File: src/design/dted_pkg.sv
`timescale 1ns / 1ps
// ----------------------------------------------------------------------------
// dted_pkg
// Shared types, codes and constants of the elevation record deframer.
// ----------------------------------------------------------------------------
package dted_pkg;

	localparam logic [12:0] MAX_ROWS      = 13'd4096;
	localparam logic [12:0] MAX_COLUMNS   = 13'd4096;
	localparam logic [12:0] ROWS_RESET    = 13'd1201;
	localparam logic [12:0] COLUMNS_RESET = 13'd1201;
	localparam logic [7:0]  SENTINEL_BYTE = 8'd170;
	localparam logic [2:0]  HEADER_LAST   = 3'd7;
	localparam logic [2:0]  FOOTER_LAST   = 3'd3;
	localparam logic signed [15:0] MIN_INIT = 16'sd32767;

	typedef enum logic [2:0] {
		PH_HEADER,
		PH_DATA,
		PH_FOOTER,
		PH_DONE,
		PH_HALT
	} phase_t;

	typedef enum logic [1:0] {
		KIND_ELEVATION,
		KIND_COLUMN_END,
		KIND_BAD_SENTINEL,
		KIND_BAD_CHECKSUM
	} kind_t;

	typedef enum logic [1:0] {
		REG_ROWS_PER_COLUMN,
		REG_COLUMN_COUNT,
		REG_VERIFY_CHECKSUM
	} reg_index_t;

	typedef struct packed {
		logic [12:0] rows;
		logic [12:0] cols;
		logic        verify;
	} cfg_t;

	typedef struct packed {
		kind_t              kind;
		logic signed [15:0] elevation;
		logic [11:0]        row_index;
		logic [11:0]        column_index;
		logic signed [15:0] column_min;
		logic [14:0]        column_max;
		logic               last_column;
	} result_t;

	function automatic logic [12:0] clamp_count(input logic [12:0] v, input logic [12:0] hi);
		logic [12:0] r;
		r = v;
		if (v == 13'd0) begin
			r = 13'd1;
		end else if (v > hi) begin
			r = hi;
		end
		return r;
	endfunction

endpackage

File: src/design/dted_cfg.sv
`timescale 1ns / 1ps
// ----------------------------------------------------------------------------
// dted_cfg
// Configuration registers with range clamping of the count registers.
// ----------------------------------------------------------------------------
module dted_cfg (
	input  logic          clk,
	input  logic          arst_n,
	input  logic          cfg_we,
	input  logic [1:0]    cfg_index,
	input  logic [12:0]   cfg_data,
	output dted_pkg::cfg_t cfg
);
	import dted_pkg::*;

	logic [12:0] rows_q;
	logic [12:0] cols_q;
	logic        verify_q;

	always_ff @(posedge clk or negedge arst_n) begin
		if (!arst_n) begin
			rows_q   <= ROWS_RESET;
			cols_q   <= COLUMNS_RESET;
			verify_q <= 1'b1;
		end else if (cfg_we) begin
			case (cfg_index)
				REG_ROWS_PER_COLUMN: rows_q   <= cfg_data;
				REG_COLUMN_COUNT:    cols_q   <= cfg_data;
				REG_VERIFY_CHECKSUM: verify_q <= cfg_data[0];
				default: ;
			endcase
		end
	end

	assign cfg.rows   = clamp_count(rows_q, MAX_ROWS);
	assign cfg.cols   = clamp_count(cols_q, MAX_COLUMNS);
	assign cfg.verify = verify_q;

endmodule

File: src/design/dted_parser.sv
`timescale 1ns / 1ps
// ----------------------------------------------------------------------------
// dted_parser
// Per-byte record state machine: header, elevations, checksum footer.
// ----------------------------------------------------------------------------
module dted_parser (
	input  logic              clk,
	input  logic              arst_n,
	input  dted_pkg::cfg_t    cfg,
	input  logic              step,
	input  logic [7:0]        stream_byte,
	output logic              emit,
	output dted_pkg::result_t res
);
	import dted_pkg::*;

	phase_t             phase_q, phase_d;
	logic [2:0]         pos_q, pos_d;
	logic [11:0]        row_q, row_d;
	logic [12:0]        col_q, col_d;
	logic [31:0]        sum_q, sum_d;
	logic [23:0]        held_q, held_d;
	logic               sent_ok_q, sent_ok_d;
	logic signed [15:0] min_q, min_d;
	logic signed [15:0] max_q, max_d;

	logic [31:0]        sum_add;
	logic [15:0]        mag16;
	logic signed [15:0] elev;
	logic [12:0]        row_inc;
	logic               rows_done;
	logic [13:0]        col_inc;
	logic               last;
	logic [30:0]        ck_mag;
	logic               match;

	assign sum_add   = sum_q + {24'd0, stream_byte};
	assign mag16     = {1'b0, held_q[6:0], stream_byte};
	assign elev      = held_q[7] ? $signed(16'd0 - mag16) : $signed(mag16);
	assign row_inc   = {1'b0, row_q} + 13'd1;
	assign rows_done = row_inc >= cfg.rows;
	assign col_inc   = {1'b0, col_q} + 14'd1;
	assign last      = col_inc >= {1'b0, cfg.cols};
	assign ck_mag    = {held_q[22:0], stream_byte};
	assign match     = held_q[23] ? (ck_mag == 31'd0 && sum_q == 32'd0)
	                              : ({1'b0, ck_mag} == sum_q);

	// next state
	always_comb begin
		phase_d   = phase_q;
		pos_d     = pos_q;
		row_d     = row_q;
		col_d     = col_q;
		sum_d     = sum_q;
		held_d    = held_q;
		sent_ok_d = sent_ok_q;
		min_d     = min_q;
		max_d     = max_q;
		if (step) begin
			case (phase_q)
				PH_HEADER: begin
					sum_d = sum_add;
					if (pos_q == 3'd0) begin
						sent_ok_d = (stream_byte == SENTINEL_BYTE);
					end
					if (pos_q != HEADER_LAST) begin
						pos_d = pos_q + 3'd1;
					end else if (!sent_ok_q) begin
						phase_d = PH_HALT;
					end else begin
						phase_d = PH_DATA;
						pos_d   = 3'd0;
						row_d   = 12'd0;
					end
				end
				PH_DATA: begin
					sum_d = sum_add;
					if (pos_q == 3'd0) begin
						held_d = {16'd0, stream_byte};
						pos_d  = 3'd1;
					end else begin
						if (elev < min_q) min_d = elev;
						if (elev > max_q) max_d = elev;
						pos_d = 3'd0;
						row_d = row_inc[11:0];
						if (rows_done) begin
							phase_d = PH_FOOTER;
							held_d  = 24'd0;
						end
					end
				end
				PH_FOOTER: begin
					if (pos_q != FOOTER_LAST) begin
						held_d = {held_q[15:0], stream_byte};
						pos_d  = pos_q + 3'd1;
					end else if (cfg.verify && !match) begin
						phase_d = PH_HALT;
					end else begin
						col_d     = col_inc[12:0];
						phase_d   = last ? PH_DONE : PH_HEADER;
						pos_d     = 3'd0;
						row_d     = 12'd0;
						sum_d     = 32'd0;
						held_d    = 24'd0;
						sent_ok_d = 1'b0;
						min_d     = MIN_INIT;
						max_d     = 16'sd0;
					end
				end
				default: ;
			endcase
		end
	end

	// result
	always_comb begin
		emit             = 1'b0;
		res.kind         = KIND_ELEVATION;
		res.elevation    = 16'sd0;
		res.row_index    = 12'd0;
		res.column_index = col_q[11:0];
		res.column_min   = 16'sd0;
		res.column_max   = 15'd0;
		res.last_column  = 1'b0;
		if (step) begin
			case (phase_q)
				PH_HEADER: begin
					if (pos_q == HEADER_LAST && !sent_ok_q) begin
						emit     = 1'b1;
						res.kind = KIND_BAD_SENTINEL;
					end
				end
				PH_DATA: begin
					if (pos_q != 3'd0) begin
						emit          = 1'b1;
						res.kind      = KIND_ELEVATION;
						res.elevation = elev;
						res.row_index = row_q;
					end
				end
				PH_FOOTER: begin
					if (pos_q == FOOTER_LAST) begin
						emit = 1'b1;
						if (cfg.verify && !match) begin
							res.kind = KIND_BAD_CHECKSUM;
						end else begin
							res.kind        = KIND_COLUMN_END;
							res.column_min  = min_q;
							res.column_max  = max_q[14:0];
							res.last_column = last;
						end
					end
				end
				default: ;
			endcase
		end
	end

	always_ff @(posedge clk or negedge arst_n) begin
		if (!arst_n) begin
			phase_q   <= PH_HEADER;
			pos_q     <= 3'd0;
			row_q     <= 12'd0;
			col_q     <= 13'd0;
			sum_q     <= 32'd0;
			held_q    <= 24'd0;
			sent_ok_q <= 1'b0;
			min_q     <= MIN_INIT;
			max_q     <= 16'sd0;
		end else begin
			phase_q   <= phase_d;
			pos_q     <= pos_d;
			row_q     <= row_d;
			col_q     <= col_d;
			sum_q     <= sum_d;
			held_q    <= held_d;
			sent_ok_q <= sent_ok_d;
			min_q     <= min_d;
			max_q     <= max_d;
		end
	end

endmodule

File: src/design/dted_out_reg.sv
`timescale 1ns / 1ps
// ----------------------------------------------------------------------------
// dted_out_reg
// Result register with valid/ready handshake toward the consumer.
// ----------------------------------------------------------------------------
module dted_out_reg (
	input  logic              clk,
	input  logic              arst_n,
	input  logic              push,
	input  dted_pkg::result_t res_in,
	input  logic              result_ready,
	output logic              result_valid,
	output logic              space,
	output dted_pkg::result_t res_q
);
	import dted_pkg::*;

	logic valid_q;

	assign space        = !valid_q || result_ready;
	assign result_valid = valid_q;

	always_ff @(posedge clk or negedge arst_n) begin
		if (!arst_n) begin
			valid_q <= 1'b0;
		end else if (push) begin
			valid_q <= 1'b1;
		end else if (result_ready) begin
			valid_q <= 1'b0;
		end
	end

	always_ff @(posedge clk) begin
		if (push) begin
			res_q <= res_in;
		end
	end

endmodule

File: src/design/dted_elevation_record_deframer.sv
`timescale 1ns / 1ps
// ----------------------------------------------------------------------------
// dted_elevation_record_deframer
// Column record deframer: elevations, column extremes and checksum errors.
// ----------------------------------------------------------------------------
// One byte is taken per clock cycle while the input is ready. Each byte is
// decoded in the cycle it is transferred and any result is registered in
// the output register. The input stays ready whenever the output register
// is empty or its result is transferred in the same cycle, so a byte per
// cycle is sustained while the consumer keeps taking results; the single
// output register holds the input back when the consumer stalls. After the
// final column or an error it keeps taking and discarding bytes until reset.
// ----------------------------------------------------------------------------
module dted_elevation_record_deframer (
	input  logic               clk,
	input  logic               arst_n,
	input  logic               cfg_we,
	input  logic [1:0]         cfg_index,
	input  logic [12:0]        cfg_data,
	input  logic               stream_valid,
	output logic               stream_ready,
	input  logic [7:0]         stream_byte,
	output logic               result_valid,
	input  logic               result_ready,
	output logic [1:0]         kind,
	output logic signed [15:0] elevation,
	output logic [11:0]        row_index,
	output logic [11:0]        column_index,
	output logic signed [15:0] column_min,
	output logic [14:0]        column_max,
	output logic               last_column
);
	import dted_pkg::*;

	cfg_t    cfg;
	logic    step;
	logic    emit;
	result_t res_next;
	result_t res_q;

	assign step = stream_valid && stream_ready;

	dted_cfg u_cfg (
		.clk       (clk),
		.arst_n    (arst_n),
		.cfg_we    (cfg_we),
		.cfg_index (cfg_index),
		.cfg_data  (cfg_data),
		.cfg       (cfg)
	);

	dted_parser u_parser (
		.clk         (clk),
		.arst_n      (arst_n),
		.cfg         (cfg),
		.step        (step),
		.stream_byte (stream_byte),
		.emit        (emit),
		.res         (res_next)
	);

	dted_out_reg u_out_reg (
		.clk          (clk),
		.arst_n       (arst_n),
		.push         (emit),
		.res_in       (res_next),
		.result_ready (result_ready),
		.result_valid (result_valid),
		.space        (stream_ready),
		.res_q        (res_q)
	);

	assign kind         = res_q.kind;
	assign elevation    = res_q.elevation;
	assign row_index    = res_q.row_index;
	assign column_index = res_q.column_index;
	assign column_min   = res_q.column_min;
	assign column_max   = res_q.column_max;
	assign last_column  = res_q.last_column;

endmodule

File: config.mk
export PLATFORM = sky130hd
export DESIGN_NAME = dted_elevation_record_deframer
export DESIGN_NICKNAME = d
export VERILOG_FILES = /design/src/design/dted_pkg.sv /design/src/design/dted_cfg.sv /design/src/design/dted_parser.sv /design/src/design/dted_out_reg.sv /design/src/design/dted_elevation_record_deframer.sv
export SDC_FILE = /design/constraint.sdc
export NUM_CORES = 1
export LEC_CHECK = 0
export ABC_CLOCK_PERIOD_IN_PS = 7300
export BUFFER_PORTS_ARGS = -buffer_cell sky130_fd_sc_hd__buf_2
export CORE_ASPECT_RATIO = 0.9
export CORE_MARGIN = 8
export CORE_UTILIZATION = 42
export DETAILED_ROUTE_END_ITERATION = 10
export GPL_TIMING_DRIVEN = 1
export MAX_ROUTING_LAYER = met4
export PLACE_DENSITY_LB_ADDON = 0.3
export SLEW_MARGIN = 0
export SYNTH_ARGS = -nofsm -noshare
export SYNTH_HDL_FRONTEND = slang
export SYNTH_SLANG_ARGS = --single-unit
File: constraint.sdc
create_clock -name clk -period 7.3 [get_ports clk]
set_clock_uncertainty 0.2 [all_clocks]
set_input_delay 1.46 -clock clk [delete_from_list [all_inputs] [get_ports clk]]
set_output_delay 1.46 -clock clk [all_outputs]
set_load 0.1 [all_outputs]
==> metrics <==
Final Hold Viols 0; synth warn 0; most area-hungry cell type in the Yosys netlist dfrtp_1; largest family of logic cells by synthesized area simple AND/OR/NAND/NOR gates; FFs w/ async S/R, synth 0.667; vias in the first global route 8,995; Mapped Nets 1,269; vias 8,937; Fill cells 2,631; hold_ws 0.293 ns; placed cells 1,596; DIE AREA 34,400 µm²; initial core utilization 0.422; Routed wire per std cell 17.9 µm; area grow syn2layout 15.2%; drt pass-1 iters 5; die width 195 µm; I/O Buffers 103; ys flop type dfrtp_1; post-synthesis xor/xnor area fraction 0.0523; RSZ-0062 raised after global routing false; multiplexer share of the synthesized area 0.0640; share of the synthesized area in the top cell type 0.253; most common cell in the synthesized netlist nand2_1; post-route insts no fill 1,645; Sinks on Clock Net 222; Worst EP arrival 5.63 ns; Slew Viols, Final 0; clk_lat worst skew 0.53 ns; simple-gate area share of the yosys netlist 0.161; Slew @ Worst Pin 1.16 ns; sequential-to-total area share from yosys stat 0.494; Setup Viol. Count Final 0; Post-DP HPWL 21.6 mm; antenna viol nets, final 0; share of cells above drive strength 1 0.189; # rows 59; Die H 177 µm; synthesis-stage register bit count 222; Remaining DRCs 0; GPL Wtd Cong 0.856; Cells after Synth 1,166; nets 1,361; Synth Area per Inst 10.3 µm²; Synth Cell Area 12,100 µm²; H-tree levels 1; # IOs 104; outcome complete, no violations; compound-cell area share of the yosys netlist 0.105; CTS buffer count 26; fmax 185 MHz; total grt overflow 0; Post-synth EDFFs 74; VDD IR max 0.147 mV; crit path time final 5.41 ns; worst min path class reg2reg; setup TNS after final layout 0 ns; initial antenna violation count 1; synth unique cells 59; root buf cell clkbuf_16; leakage power 6.19 nW; crit start category primary input; synth top area cells dfrtp_1 25%, edfxtp_1 18%, ha_1 7.7%; hold buffer count at cts 0; Vias/cell 5.43; Worst EP required 7.52 ns; Iter 0 DRT Violations 541; CP max FO 16; crit end category flop; first-pass GRT wire length 48.4 mm; share of the clock period used by the worst path 0.741; post-CTS setup buffers 0; Slew headroom 0.223; Synth Area in Adders 0.0784; total chip power 2.97 mW; Cell Pwr Density 214 nW/µm²; Reg clk slew, reported paths 0.06 ns; maxcap violations 0; gr usage total 0.176; Post-CTS Resized 0; Max clock buf depth 3; crit path kind in2reg; pin count of the biggest net entering global routing 79; CTS tree built; synth cell count leaders 134 x nand2_1, 122 x dfrtp_1, 93 x inv_1; Core ar. 28,600 µm²; final wirelength 29.5 mm
metrics by stage:
step                setup WS (ns)  area (µm²)  utilization
detailed placement           1.32       12900        0.453
finish                       1.89       13900        0.486
CTS                          1.84       13900        0.486
global route                 1.52       13900        0.486
floorplan                   0.211       12100            -
global placement             1.46       12900        0.453
registers in the layout, indices dropped and copies added, names as in the netlist:
signal                  flops
u_out_reg.res_q            74
u_parser.sum_q             32
u_parser.held_q            24
u_parser.max_q             16
u_parser.min_q             16
u_cfg.cols_q               13
u_cfg.rows_q               13
u_parser.col_q             13
u_parser.row_q             12
u_parser.phase_q            3
u_parser.pos_q              3
u_cfg.verify_q              1
u_out_reg.result_valid      1
u_parser.sent_ok_q          1
cell usage in the layout (no fill, tap or decap), drive strengths merged, types with 4 or more instances in the layout:
cell type and instances:
nand2 134, dfrtp 122, buf 111, inv 97, nor2 86, ha 74, edfxtp 74, xnor2 51
o21ai 51, a21oi 41, mux2 41, clkbuf 33, mux2i 31, o31ai 29, dfstp 26, or4 24
and2 23, nor4 22, xor2 21, nand3 20, nand4 18, a22o 18, a21o 15, nor3 13
or3 12, and3 9, nand2b 8, and4 7, clkinv 7, o21a 6, o211ai 5, a31oi 5
nor2b 4
critical path: stages:
cell	delay, ns
buf_2	0.14
inv_1	0.14
ha_1	0.18
nand2b_1	0.07
or3_1	0.38
o41ai_1	0.35
xnor2_1	0.27
inv_1	0.13
ha_1	0.21
a21o_1	0.15
a21o_1	0.17
a211o_1	0.29
a221oi_1	0.25
o21ai_0	0.15
a31oi_2	0.86
mux2_2	0.41
cells by family (layout without fill, tap and decap cells):
logic type | count (synthesis) | in the layout
AND/OR/NAND/NOR | 393 | 393
flip-flops | 222 | 222
AO/OA/AOI/OAI | 192 | 192
buffers and inverters | 140 | 252
adder cells (fa/ha/maj) | 75 | 75
XOR/XNOR | 72 | 72
multiplexers | 72 | 72
other | 0 | 1
layer usage:
layer	track usage	vias up	part of all wire
met2	0.275	177	0.45
met4	0.0356	0	0.016
met3	0.0310	36	0.046
met5	-	-	0
met1	0.238	4410	0.48
li1	-	4314	-
where the power goes:
part	leakage (nW)	internal [mW]	total [mW]	switching (mW)
Clock	0.466	0.849	1.38	0.531
Combinational	3.36	0.0927	0.221	0.129
Sequential	2.36	1.33	1.37	0.0339
path summary, 6_finish.rpt:
kind / slack (ns) / startpoint / depth (start not counted) / to
max in group asynchronous: 4.64 / arst_n / 2 / u_parser.held_q[10]$_DFFE_PN0P_
min in group asynchronous: 0.77 / arst_n / 1 / u_cfg.cols_q[6]$_DFFE_PN0P_
min: 0.29 / u_parser.min_q[0]$_DFFE_PN1P_ / 2 / u_parser.min_q[0]$_DFFE_PN1P_
min reg2reg: 0.29 / u_parser.min_q[0]$_DFFE_PN1P_ / 2 / u_parser.min_q[0]$_DFFE_PN1P_
max: 1.89 / stream_byte[0] / 16 / u_parser.min_q[15]$_DFFE_PN0P_
max reg2reg: 2.69 / u_parser.held_q[0]$_DFFE_PN0P_ / 13 / u_parser.min_q[15]$_DFFE_PN0P_
final cells by class:
cell class              instances  area [µm²]  area share
flip-flops and latches        222        5960       0.429
clock buffers                  33         758      0.0546
well taps                     366         458      0.0330
clock inverters                15         181      0.0131
diodes                          1        2.50    0.000180
inverters                      93         349      0.0251
repair buffers                111         582      0.0419
multi-input cells             804        5600       0.403
(Power assumes the default switching activity.)
